## config.mk

```make
export PLATFORM = sky130hd
export DESIGN_NAME = chi_horner_step
export DESIGN_NICKNAME = d
export VERILOG_FILES = /design/src/hdl/chi_pkg.sv /design/src/hdl/chi_horner_step.sv
export SDC_FILE = /design/constraint.sdc
export NUM_CORES = 2
export LEC_CHECK = 0
export BUFFER_PORTS_ARGS = -buffer_cell sky130_fd_sc_hd__buf_2
export CORE_UTILIZATION = 45
export CTS_BUF_LIST = sky130_fd_sc_hd__clkbuf_4 sky130_fd_sc_hd__clkbuf_8 sky130_fd_sc_hd__clkbuf_16
export CTS_CLUSTER_DIAMETER = 50
export CTS_CLUSTER_SIZE = 16
export DETAILED_ROUTE_END_ITERATION = 10
export PLACE_DENSITY_LB_ADDON = 0.2
export SYNTH_ARGS = -nofsm -noshare
export SYNTH_HDL_FRONTEND = slang
export SYNTH_SLANG_ARGS = --single-unit
```

## constraint.sdc

```tcl
create_clock -name clk -period 9.54 [get_ports clk]
set_input_delay 1.431 -clock clk [delete_from_list [all_inputs] [get_ports clk]]
set_output_delay 1.431 -clock clk [all_outputs]
set_load 0.005 [all_outputs]
```

## src/hdl/chi_pkg.sv

```systemverilog
package chi_pkg;

  localparam int T_W       = 17;
  localparam int SPAN_W    = 32;
  localparam int POS_W     = 40;
  localparam int VEL_W     = 32;
  localparam int ACC_W     = 54;
  localparam int MAG_W     = ACC_W - 1;
  localparam int BUF_DEPTH = 32;
  localparam int BUF_AW    = 5;

  typedef struct packed {
    logic [T_W-1:0]          t;
    logic signed [ACC_W-1:0] acc;
    logic signed [ACC_W-1:0] c_a;
    logic signed [ACC_W-1:0] c_b;
    logic signed [ACC_W-1:0] c_c;
  } chi_horner_t;

  typedef struct packed {
    logic signed [POS_W-1:0] pos;
    logic                    sat;
  } chi_result_t;

endpackage

```

## src/hdl/chi_horner_step.sv

```systemverilog
module chi_horner_step #(
  parameter int FRAC_BITS = 16
) (
  input  logic                 clk,
  input  logic                 rst_n,
  input  logic                 vld_i,
  input  chi_pkg::chi_horner_t item_i,
  output logic                 vld_o,
  output chi_pkg::chi_horner_t item_o
);
  import chi_pkg::*;

  localparam int LO_W   = 32;
  localparam int HI_W   = MAG_W - LO_W;
  localparam int WIDE_W = MAG_W + T_W;
  localparam logic [WIDE_W-1:0] HALF = WIDE_W'(1) << (FRAC_BITS - 1);

  typedef struct packed {
    chi_horner_t      it;
    logic             neg;
    logic [MAG_W-1:0] mag;
  } m1_t;

  typedef struct packed {
    chi_horner_t           it;
    logic                  neg;
    logic [LO_W+T_W-1:0]   lo_p;
    logic [HI_W+T_W-1:0]   hi_p;
  } m2_t;

  typedef struct packed {
    chi_horner_t      it;
    logic             neg;
    logic [MAG_W-1:0] r;
  } m3_t;

  m1_t m1_r, m1_nxt;
  m2_t m2_r, m2_nxt;
  m3_t m3_r, m3_nxt;
  chi_horner_t out_r, out_nxt;
  logic [3:0]  vld_r, vld_nxt;

  logic [ACC_W-1:0]  neg_acc;
  logic [WIDE_W-1:0] r_sum;
  logic [ACC_W-1:0]  r_x;

  always_comb begin
    neg_acc    = ACC_W'(0) - item_i.acc;
    m1_nxt.it  = item_i;
    m1_nxt.neg = item_i.acc[ACC_W-1];
    m1_nxt.mag = item_i.acc[ACC_W-1] ? neg_acc[MAG_W-1:0] : item_i.acc[MAG_W-1:0];
  end

  always_comb begin
    m2_nxt.it   = m1_r.it;
    m2_nxt.neg  = m1_r.neg;
    m2_nxt.lo_p = m1_r.mag[LO_W-1:0] * m1_r.it.t;
    m2_nxt.hi_p = m1_r.mag[MAG_W-1:LO_W] * m1_r.it.t;
  end

  // high partial is a multiple of 2^FRAC_BITS, so only the low one rounds
  always_comb begin
    r_sum = (WIDE_W'(m2_r.hi_p) << (LO_W - FRAC_BITS))
          + ((WIDE_W'(m2_r.lo_p) + HALF) >> FRAC_BITS);
    m3_nxt.it  = m2_r.it;
    m3_nxt.neg = m2_r.neg;
    m3_nxt.r   = r_sum[MAG_W-1:0];
  end

  always_comb begin
    r_x         = ACC_W'(m3_r.r);
    out_nxt.t   = m3_r.it.t;
    out_nxt.acc = m3_r.neg ? (m3_r.it.c_a - r_x) : (m3_r.it.c_a + r_x);
    out_nxt.c_a = m3_r.it.c_b;
    out_nxt.c_b = m3_r.it.c_c;
    out_nxt.c_c = '0;
  end

  assign vld_nxt = {vld_r[2:0], vld_i};

  always_ff @(posedge clk) begin
    if (!rst_n) begin
      vld_r <= '0;
    end else begin
      vld_r <= vld_nxt;
    end
  end

  always_ff @(posedge clk) begin
    m1_r  <= m1_nxt;
    m2_r  <= m2_nxt;
    m3_r  <= m3_nxt;
    out_r <= out_nxt;
  end

  assign vld_o  = vld_r[3];
  assign item_o = out_r;

endmodule

```

==> run metrics <==
Synth-to-Final Area Change=12.0%; post-DR vias/cell=4.89; Crit. End Element=flop; FF+latch count, synth=900; max_cap viols=0; Iter 0 DRT Violations=1791; TNS Setup=0 ns; nets@finish=6875; synthesized area=0.0532 mm2; ratio of cells with drive above 1 in the final layout=11.3%; relative slew slack=20.2%; Residual DRC=0; Syn Area/Cell=10.1 um2; Die Footprint=0.119 mm2; clk_skew=0.0241 ns; Tcrit/Tclk final=81.3%; Critical-path top delay cell=dfxtp_2; Worst-Margin Slew=1.19 ns; CP Data Required Time=10.17 ns; Longest Clk Path Bufs=3; post_cts resized=0; Ys Warns=0; Port Buffers=415; status=finished, final reports clean; height of the die=346 um; Pre-antenna DRT Iters=5; boundary pin count=470; vias in the first global route=36900; gr usage total=21.3%; Routed Antenna Nets=0; CTS tree=done; clock root buffer=clkbuf_16; commonest non-fill, non-tap cell in the layout=inv_1; routability cong.=0.904; Max FO, Critical Path=36; register area share after synthesis=33.9%; first-pass GRT wire length=200000 um; Setup-failing EPs final=0; nature of the critical path startpoint=flop; Post-CTS Setup Bufs=0; final hold vios=0; Worst path max stage delay=0.92 ns; top_reg_cell synth=dfxtp_1; Worst-path clk slew=0.07 ns; largest net degree at the start of global routing=55; number of distinct library cells after synthesis=70; Max Fclk=129 MHz; Core ar.=0.117 mm2; top cell type's share of synthesized area=33.9%; Min-Delay Path Class=flop to flop; H-tree depth=3; Ant. Diodes=0; CP Data Arrival Time=8.40 ns; CP most frequent cell=fa_1; Starting Density=45.6%; # hold bufs at CTS=0; die width=346 um; Post-synth EDFFs=0; min cycle time layout=7.76 ns; cells after synthesis=5247; top cells by area, synth=dfxtp_1 (34%), fa_1 (28%), ha_1 (7.1%); critical path cell sequence=buf_4 -> nand2_1 -> fa_1 -> inv_1 -> fa_1 -> inv_1 -> fa_1 -> inv_1 -> fa_1 -> fa_1 -> inv_1 -> fa_1 -> inv_1 -> ha_1 -> a21oi_1 -> o21ai_0 -> and2_1 -> or4b_2 -> a31oi_1 -> o21ai_0 -> a311o_1 -> a21oi_1 -> xnor2_1; gr ovfl total=0; Routed Wire Length=125000 um; WL per Instance=17.4 um; RSZ-0062 raised after global routing=false; Clk Latency, worst-skew pair=0.71 ns; clock buffer count from CTS=91; asr flop ratio synth=0%; Synth area leader=dfxtp_1; row count=125; CP Class=flop to flop; max-slew violations=0; HPWL Detailed=96600 um; commonest non-fill, non-tap cells in the layout=inv_1 (900), dfxtp_1 (892), fa_1 (732), nand2_1 (684), buf_2 (415); initial antenna violation count=5; Vias=35200; clk sinks=900
==> stage by stage <==
stage / worst slack, ns / hold WS [ns] / area [um2] / util [%] / instances
floorplan: 2.64 / 0.310 / 53400 / - / 5300
global placement: 1.85 / 0.310 / 56500 / 48.4 / 7035
detailed placement: 1.80 / 0.312 / 56500 / 48.4 / 7035
CTS: 1.78 / 0.308 / 59600 / 51.0 / 7181
global route: 1.27 / 0.304 / 59600 / 51.0 / 7181
finish: 1.78 / 0.310 / 59600 / 51.0 / 7181
==> flip-flops by register name (all words and copies together), names as in the netlist <==
name / flops
m3_r: 233
item_o: 179
vld_r: 4
m2_r: 251
m1_r: 233
==> worst paths after layout <==
check / slack (ns) / endpoint / from / depth (start not counted)
worst max register to register: 1.78 / m2_r[86]$_DFF_P_ / m1_r[273]$_DFF_P_ / 23
worst min-delay path: 0.31 / m3_r[211]$_DFF_P_ / m2_r[245]$_DFF_P_ / 0
worst min register to register: 0.31 / m3_r[211]$_DFF_P_ / m2_r[245]$_DFF_P_ / 0
worst max-delay path: 1.78 / m2_r[86]$_DFF_P_ / m1_r[273]$_DFF_P_ / 23
==> worst max-delay path, delay by kind of cell (launching register included) <==
| kind | cells | cell delay [ns] |
|---|---|---|
| flip-flops | 1 | 0.92 |
| AND/OR/NAND/NOR | 3 | 0.93 |
| buffers and inverters | 6 | 0.70 |
| adder cells (fa/ha/maj) | 7 | 3.38 |
| XOR/XNOR | 1 | 0.13 |
| AO/OA/AOI/OAI | 6 | 1.60 |
==> synthesized netlist by cell type (all sizes together), types with 32 or more instances <==
| library cell | instances |
|---|---|
| inv | 900 |
| ha | 303 |
| and2 | 340 |
| buf | 55 |
| nor2 | 160 |
| nor3 | 32 |
| a21oi | 170 |
| xnor2 | 213 |
| xor2 | 65 |
| nand3 | 45 |
| nand2 | 684 |
| dfxtp | 900 |
| o21ai | 85 |
| clkbuf | 189 |
| a21o | 59 |
| fa | 732 |
==> kinds of logic (layout without fill, tap and decap cells) <==
group	count (synthesis)	count (layout)	share of synthesized area, %
xor gates and xnor gates	278	278	4.58
DFF	900	900	33.9
muxes	1	1	0.0188
buffers and inverters	1144	1501	8.47
AOI/OAI and AO/OA	469	469	5.60
other	1	54	0.00706
adders and majority gates	1035	1035	34.7
and+or+nand+nor	1419	1419	12.7
==> final cells by class <==
type,count,area (um2)
Clock buffer,97,2340
Sequential cell,900,18000
Multi-Input combinational cell,3256,30800
Tap cell,1524,1910
Fill cell,10700,57100
Inverter,900,3380
Timing Repair Buffer,455,2380
Clock inverter,49,694
==> layer usage <==
layer / vias to the layer above / GRT usage (%) / part of all wire [%]
met5: - / 0 / 0.012
met4: 4 / 6.54 / 2.5
met3: 181 / 4.05 / 6.9
met2: 1136 / 33.7 / 44
met1: 17300 / 29.5 / 46
li1: 16600 / - / -
Power is left out: the tool's default activity adds up to more than one toggle a clock period on the data nets, which glitch-free logic cannot reach.
