--- src/hdl/chi_pkg.sv ---
package chi_pkg;

  localparam int T_W       = 17;
  localparam int SPAN_W    = 32;
  localparam int POS_W     = 40;
  localparam int VEL_W     = 32;
  localparam int ACC_W     = 54;
  localparam int MAG_W     = ACC_W - 1;
  localparam int BUF_DEPTH = 32;
  localparam int BUF_AW    = 5;

  typedef struct packed {
    logic [T_W-1:0]          t;
    logic signed [ACC_W-1:0] acc;
    logic signed [ACC_W-1:0] c_a;
    logic signed [ACC_W-1:0] c_b;
    logic signed [ACC_W-1:0] c_c;
  } chi_horner_t;

  typedef struct packed {
    logic signed [POS_W-1:0] pos;
    logic                    sat;
  } chi_result_t;

endpackage

--- src/hdl/chi_if.sv ---


interface chi_out_if;
  logic                             valid;
  logic                             ready;
  logic signed [chi_pkg::POS_W-1:0] interp_pos;
  logic                             saturated;

  modport source (output valid, interp_pos, saturated, input ready);
  modport sink (input valid, interp_pos, saturated, output ready);
endinterface

--- src/hdl/chi_out_buf.sv ---
module chi_out_buf (
  input  logic                 clk,
  input  logic                 rst_n,
  input  logic                 in_fire,
  output logic                 credit_ok,
  input  logic                 wr_vld,
  input  chi_pkg::chi_result_t wr_data,
  chi_out_if.source            out_chan
);
  import chi_pkg::*;

  localparam int CNT_W = BUF_AW + 1;

  chi_result_t mem [BUF_DEPTH];

  logic [CNT_W-1:0] cnt_r, cnt_nxt;
  logic [CNT_W-1:0] wr_ptr_r, wr_ptr_nxt;
  logic [CNT_W-1:0] rd_ptr_r, rd_ptr_nxt;
  logic [CNT_W-1:0] fill;
  logic             out_fire;
  logic             head_bypass;
  chi_result_t      rd_data_r;

  assign fill      = wr_ptr_r - rd_ptr_r;
  assign out_fire  = out_chan.valid & out_chan.ready;
  assign credit_ok = (cnt_r < CNT_W'(BUF_DEPTH));

  always_comb begin
    cnt_nxt    = cnt_r + CNT_W'(in_fire) - CNT_W'(out_fire);
    wr_ptr_nxt = wr_ptr_r + CNT_W'(wr_vld);
    rd_ptr_nxt = rd_ptr_r + CNT_W'(out_fire);
  end

  always_ff @(posedge clk) begin
    if (!rst_n) begin
      cnt_r    <= '0;
      wr_ptr_r <= '0;
      rd_ptr_r <= '0;
    end else begin
      cnt_r    <= cnt_nxt;
      wr_ptr_r <= wr_ptr_nxt;
      rd_ptr_r <= rd_ptr_nxt;
    end
  end

  // head register; a write to the next head slot goes straight through
  assign head_bypass = wr_vld & (wr_ptr_r == rd_ptr_nxt);

  always_ff @(posedge clk) begin
    if (wr_vld) begin
      mem[wr_ptr_r[BUF_AW-1:0]] <= wr_data;
    end
    if (head_bypass) begin
      rd_data_r <= wr_data;
    end else begin
      rd_data_r <= mem[rd_ptr_nxt[BUF_AW-1:0]];
    end
  end

  assign out_chan.valid      = (fill != '0);
  assign out_chan.interp_pos = rd_data_r.pos;
  assign out_chan.saturated  = rd_data_r.sat;

  a_no_overflow: assert property (@(posedge clk) disable iff (!rst_n)
    wr_vld |-> (fill != CNT_W'(BUF_DEPTH)))
    else $error("result buffer written while full");

  a_fill_in_credit: assert property (@(posedge clk) disable iff (!rst_n)
    fill <= cnt_r)
    else $error("buffer holds more results than transactions in flight");

  a_credit_bound: assert property (@(posedge clk) disable iff (!rst_n)
    (!credit_ok) |=> (cnt_r <= CNT_W'(BUF_DEPTH)))
    else $error("credit count above buffer depth");

endmodule

--- src/flat_wrapper.sv ---
// flat-port wrapper written by rule: the top's interface ports become plain ports
module chi_out_buf_flat import chi_pkg::*;
  (clk, rst_n, in_fire, credit_ok, wr_vld, wr_data, out_chan_valid, out_chan_interp_pos, out_chan_saturated, out_chan_ready);
  chi_out_if out_chan_i ();
  input  logic clk;
  input  logic rst_n;
  input  logic in_fire;
  output logic credit_ok;
  input  logic wr_vld;
  input  chi_pkg::chi_result_t wr_data;
  output wire logic [$bits(out_chan_i.valid)-1:0] out_chan_valid;
  output wire logic [$bits(out_chan_i.interp_pos)-1:0] out_chan_interp_pos;
  output wire logic [$bits(out_chan_i.saturated)-1:0] out_chan_saturated;
  input wire logic [$bits(out_chan_i.ready)-1:0] out_chan_ready;
  assign out_chan_valid = out_chan_i.valid;
  assign out_chan_interp_pos = out_chan_i.interp_pos;
  assign out_chan_saturated = out_chan_i.saturated;
  assign out_chan_i.ready = out_chan_ready;
  chi_out_buf u_core (.clk(clk), .rst_n(rst_n), .in_fire(in_fire), .credit_ok(credit_ok), .wr_vld(wr_vld), .wr_data(wr_data), .out_chan(out_chan_i));
endmodule
--- config.mk ---
export PLATFORM = sky130hd
export DESIGN_NAME = chi_out_buf_flat
export DESIGN_NICKNAME = d
export VERILOG_FILES = /design/src/hdl/chi_pkg.sv /design/src/hdl/chi_if.sv /design/src/hdl/chi_out_buf.sv /design/src/flat_wrapper.sv
export SDC_FILE = /design/constraint.sdc
export NUM_CORES = 2
export LEC_CHECK = 0
export ABC_CLOCK_PERIOD_IN_PS = 12100
export BUFFER_PORTS_ARGS = -buffer_cell sky130_fd_sc_hd__buf_2
export CAP_MARGIN = 15
export CORE_ASPECT_RATIO = 1.4
export CORE_MARGIN = 5
export CORE_UTILIZATION = 40
export DETAILED_ROUTE_END_ITERATION = 7
export PLACE_DENSITY = 0.58
export RECOVER_POWER = 50
export SLEW_MARGIN = 20
export SYNTH_ARGS = -nofsm -noshare
export SYNTH_HDL_FRONTEND = slang
export SYNTH_SLANG_ARGS = --single-unit
--- constraint.sdc ---
create_clock -name clk -period 12.1 [get_ports clk]
set_clock_uncertainty 0.2 [all_clocks]
set_input_delay 1.21 -clock clk [delete_from_list [all_inputs] [get_ports clk]]
set_output_delay 1.21 -clock clk [all_outputs]
set_load 0.005 [all_outputs]
==> out/qor.yml <==
status: "complete, but fails checks"
violations: "capacitance limit, slew limit"
crit_path_end_kind: "flip-flop"
core_area_mm2: 0.1304
cts_hold_buf: 0
max_freq_mhz: 153.1
initial_core_util_pct: 40.09
p_leak_uw: 0.01793
nets: 2639
cts_resized: 0
dieArea_mm2: 0.1382
num_vias: 25341
gr-total-overflow: 0
grt_max_degree: 124
min_path_type: "reg2reg"
reg2reg_depth: 16
cts.sinks: 1371
r2r_slack_ps: 5570
ys_ff_latch: 1371
io_pins: 89
yosysTopAreaCell: "edfxtp_1"
viasPerCell: 5.711
cts_made_buffers: 120
drive_gt1_share_pct: 23.90
rows: 157
worst-endpoint-required_ps: 12520
drt_wl_total_um: 131900
synth_seq_area_share_pct: 77.60
grt_pass1_vias: 26128
stdcell_area_mm2: 0.05906
finalCritPeriodShare_pct: 53.98
netlist_instances: 2453
cts_root_buf: "clkbuf_16"
cp_max_fo: 64
cts_buffer_depth: 3
post_cts_buffers: 0
cp-start-kind: "flip-flop"
synth_most_common_cell: "edfxtp_1"
hpwl_um: 60400
cp-startpoint: "u_core.rd_ptr_r[4]$_SDFF_PN0_"
drv_cap: 6
first_iter_violations: 2749
ant_nets: 0
clkLatencyLatePin_ps: 730
synth_top_cells_by_count: "edfxtp_1 (1,312), mux4_2 (328), nand2_1 (247)"
slew_headroom_pct: -19.59
seqCellArea_mm2: 0.04058
min_from: "u_core.wr_ptr_r[5]$_SDFF_PN0_"
hold_end: "u_core.wr_ptr_r[5]$_SDFF_PN0_"
gp_congestion: 0.7390
ys.flop_type: "edfxtp_1"
syn-num-nets: 2515
placed_area_mm2: 0.05510
async_flop_share_pct: 0
yosys.area.top_type_share_pct: 75.34
die_w_um: 315.6
syn_area_mm2: 0.05229
grtUsageTotal_pct: 18.95
synth_cell_types: 44
period_minus_slack_ps: 6532
path_clk_slew_ps: 70
nFillCells: 10922
fin_tns_setup_ps: 0
io_buffer_count: 88
holdPathStages: 2
drc: 0
worstPathArrival_ps: 6950
cts_tree: "built"
slew_violations: 99
setup_viol: 0
final_hold_viol_count: 0
area_growth_pct: 12.94
synth_edf_count: 1312
htree_levels: 3
antenna_found_initial: 12
grt_pass1_wl_um: 188000
yosysWarnings: 0
path_class: "reg2reg"
yosys-top-cells-area: "edfxtp_1 (75%), mux4_2 (14%), dfxtp_1 (2.3%), nand2_1 (1.8%), a32o_1 (0.78%)"
firstDrtPassIters: 5
synth_area_per_cell_um2: 21.32
die_height_um: 437.8
r2r-end: "u_core.out_chan.interp_pos[38]$_DFF_P_"
multi_input_area_mm2: 0.01136
wl_per_cell_um: 29.72
cellPowerDensity_mw_per_mm2: 223.0
ir_drop_mv: 0.3264
rsz0062_at_grt: "false"
worst_pin_slew_ps: 1787
reg2reg_from: "u_core.rd_ptr_r[4]$_SDFF_PN0_"
==> worst max-delay path by stage <==
stage                                        endpoint  slack, ps  cells after the start
4_1_cts        u_core.out_chan.interp_pos[38]$_DFF_P_       5510                     16
5_1_grt        u_core.out_chan.interp_pos[38]$_DFF_P_       5250                     17
6_report       u_core.out_chan.interp_pos[38]$_DFF_P_       5570                     16
3_5_place_dp   u_core.out_chan.interp_pos[38]$_DFF_P_       5500                     16
3_3_place_gp   u_core.out_chan.interp_pos[38]$_DFF_P_       5500                     17
2_1_floorplan  u_core.out_chan.interp_pos[19]$_DFF_P_       7810                     16
==> kinds of logic (layout without fill, tap and decap cells) <==
kind of cell    after synthesis  after routing  share of synthesized area, %
xor+xnor                     24             24                        0.4020
mux                         369            369                         14.91
simple gates                375            375                         3.249
other cells                   0              6                             0
fa+ha+maj                    16             16                        0.3972
flops                      1371           1371                         77.60
buf+inv                     155            384                         1.225
compound gates              143            143                         2.216
==> metrics by stage <==
| stage | instances | total power (uW) | worst slack [ps] | hold slack (ps) | utilization (%) |
|---|---|---|---|---|---|
| 6_report | 4437 | 13170 | 5568 | 322.2 | 45.28 |
| 3_5_place_dp | 4204 | 9445 | 5504 | 313.5 | 42.24 |
| 5_1_grt | 4433 | 13810 | 5246 | 377.2 | 45.27 |
| 2_1_floorplan | 2453 | 8535 | 7815 | 275.8 | - |
| 4_1_cts | 4431 | 13360 | 5512 | 325.5 | 45.35 |
| 3_3_place_gp | 4204 | 9405 | 5499 | 305.7 | 42.24 |
==> worst max-delay path, cell delays in order (launching register included) <==
cell       delay (ps)
dfxtp_1           570
inv_2             170
ha_1              370
xor2_1            150
nor4b_1           300
o2111ai_1         210
nor4b_1           370
nor3b_1           170
ha_4              210
ha_4              890
buf_4             760
buf_4             790
mux4_2            400
and2_1            160
a211oi_1          200
nor2_1             70
a32o_1            300
==> where the power goes <==
group / switching, uW / internal [uW]
clock: 1700 / 2230
sequential: 76.6 / 5320
combinational: 1840 / 2010
==> cell type report <==
cell class	instances	share of cell area (%)
Inverter	18	0.1144
Timing Repair Buffer	139	1.347
Clock inverter	71	1.252
Sequential cell	1371	68.71
Multi-Input combinational cell	927	19.24
Clock buffer	156	5.614
Antenna cell	6	0.02542
Tap cell	1749	3.705
==> sequential cells by signal, summed over array words and instances, names as in the netlist <==
register	cells
u_core.mem	1312
u_core.out_chan.interp_pos	40
u_core.cnt_r	6
u_core.rd_ptr_r	6
u_core.wr_ptr_r	6
u_core.out_chan.saturated	1
==> cell usage in the layout, fill, tap and decap left out, types with 3 or more instances in the layout <==
cell type / n
mux4_2: 328
buf_4: 48
diode_2: 6
mux2i_1: 41
inv_1: 16
nand3b_1: 44
nor3_1: 3
inv_6: 3
nand3_1: 12
clkbuf_16: 126
ha_1: 13
clkbuf_8: 5
and2_1: 15
a21oi_1: 5
xor2_1: 7
clkinv_1: 16
nor2_4: 26
a32o_1: 41
buf_12: 3
clkinv_2: 25
a32oi_1: 41
nor2_1: 12
clkbuf_1: 76
bufinv_16: 14
xnor2_1: 15
a31oi_1: 40
o21ai_0: 5
clkinvlp_4: 11
edfxtp_1: 1312
nand2_1: 247
buf_2: 36
dfxtp_1: 59
==> metal layers <==
| metal | vias up | track usage, % | part of all wire (%) | wire length, um |
|---|---|---|---|---|
| met1 | 13709 | 25.44 | 40 | 52830 |
| met4 | 4 | 5.654 | 2.5 | 3262 |
| met3 | 189 | 3.263 | 6.7 | 8867 |
| met5 | - | 0 | 0.020 | 27 |
| met2 | 999 | 32.03 | 51 | 66890 |
| li1 | 10440 | - | - | - |
Power figures use the tool's default switching activity.
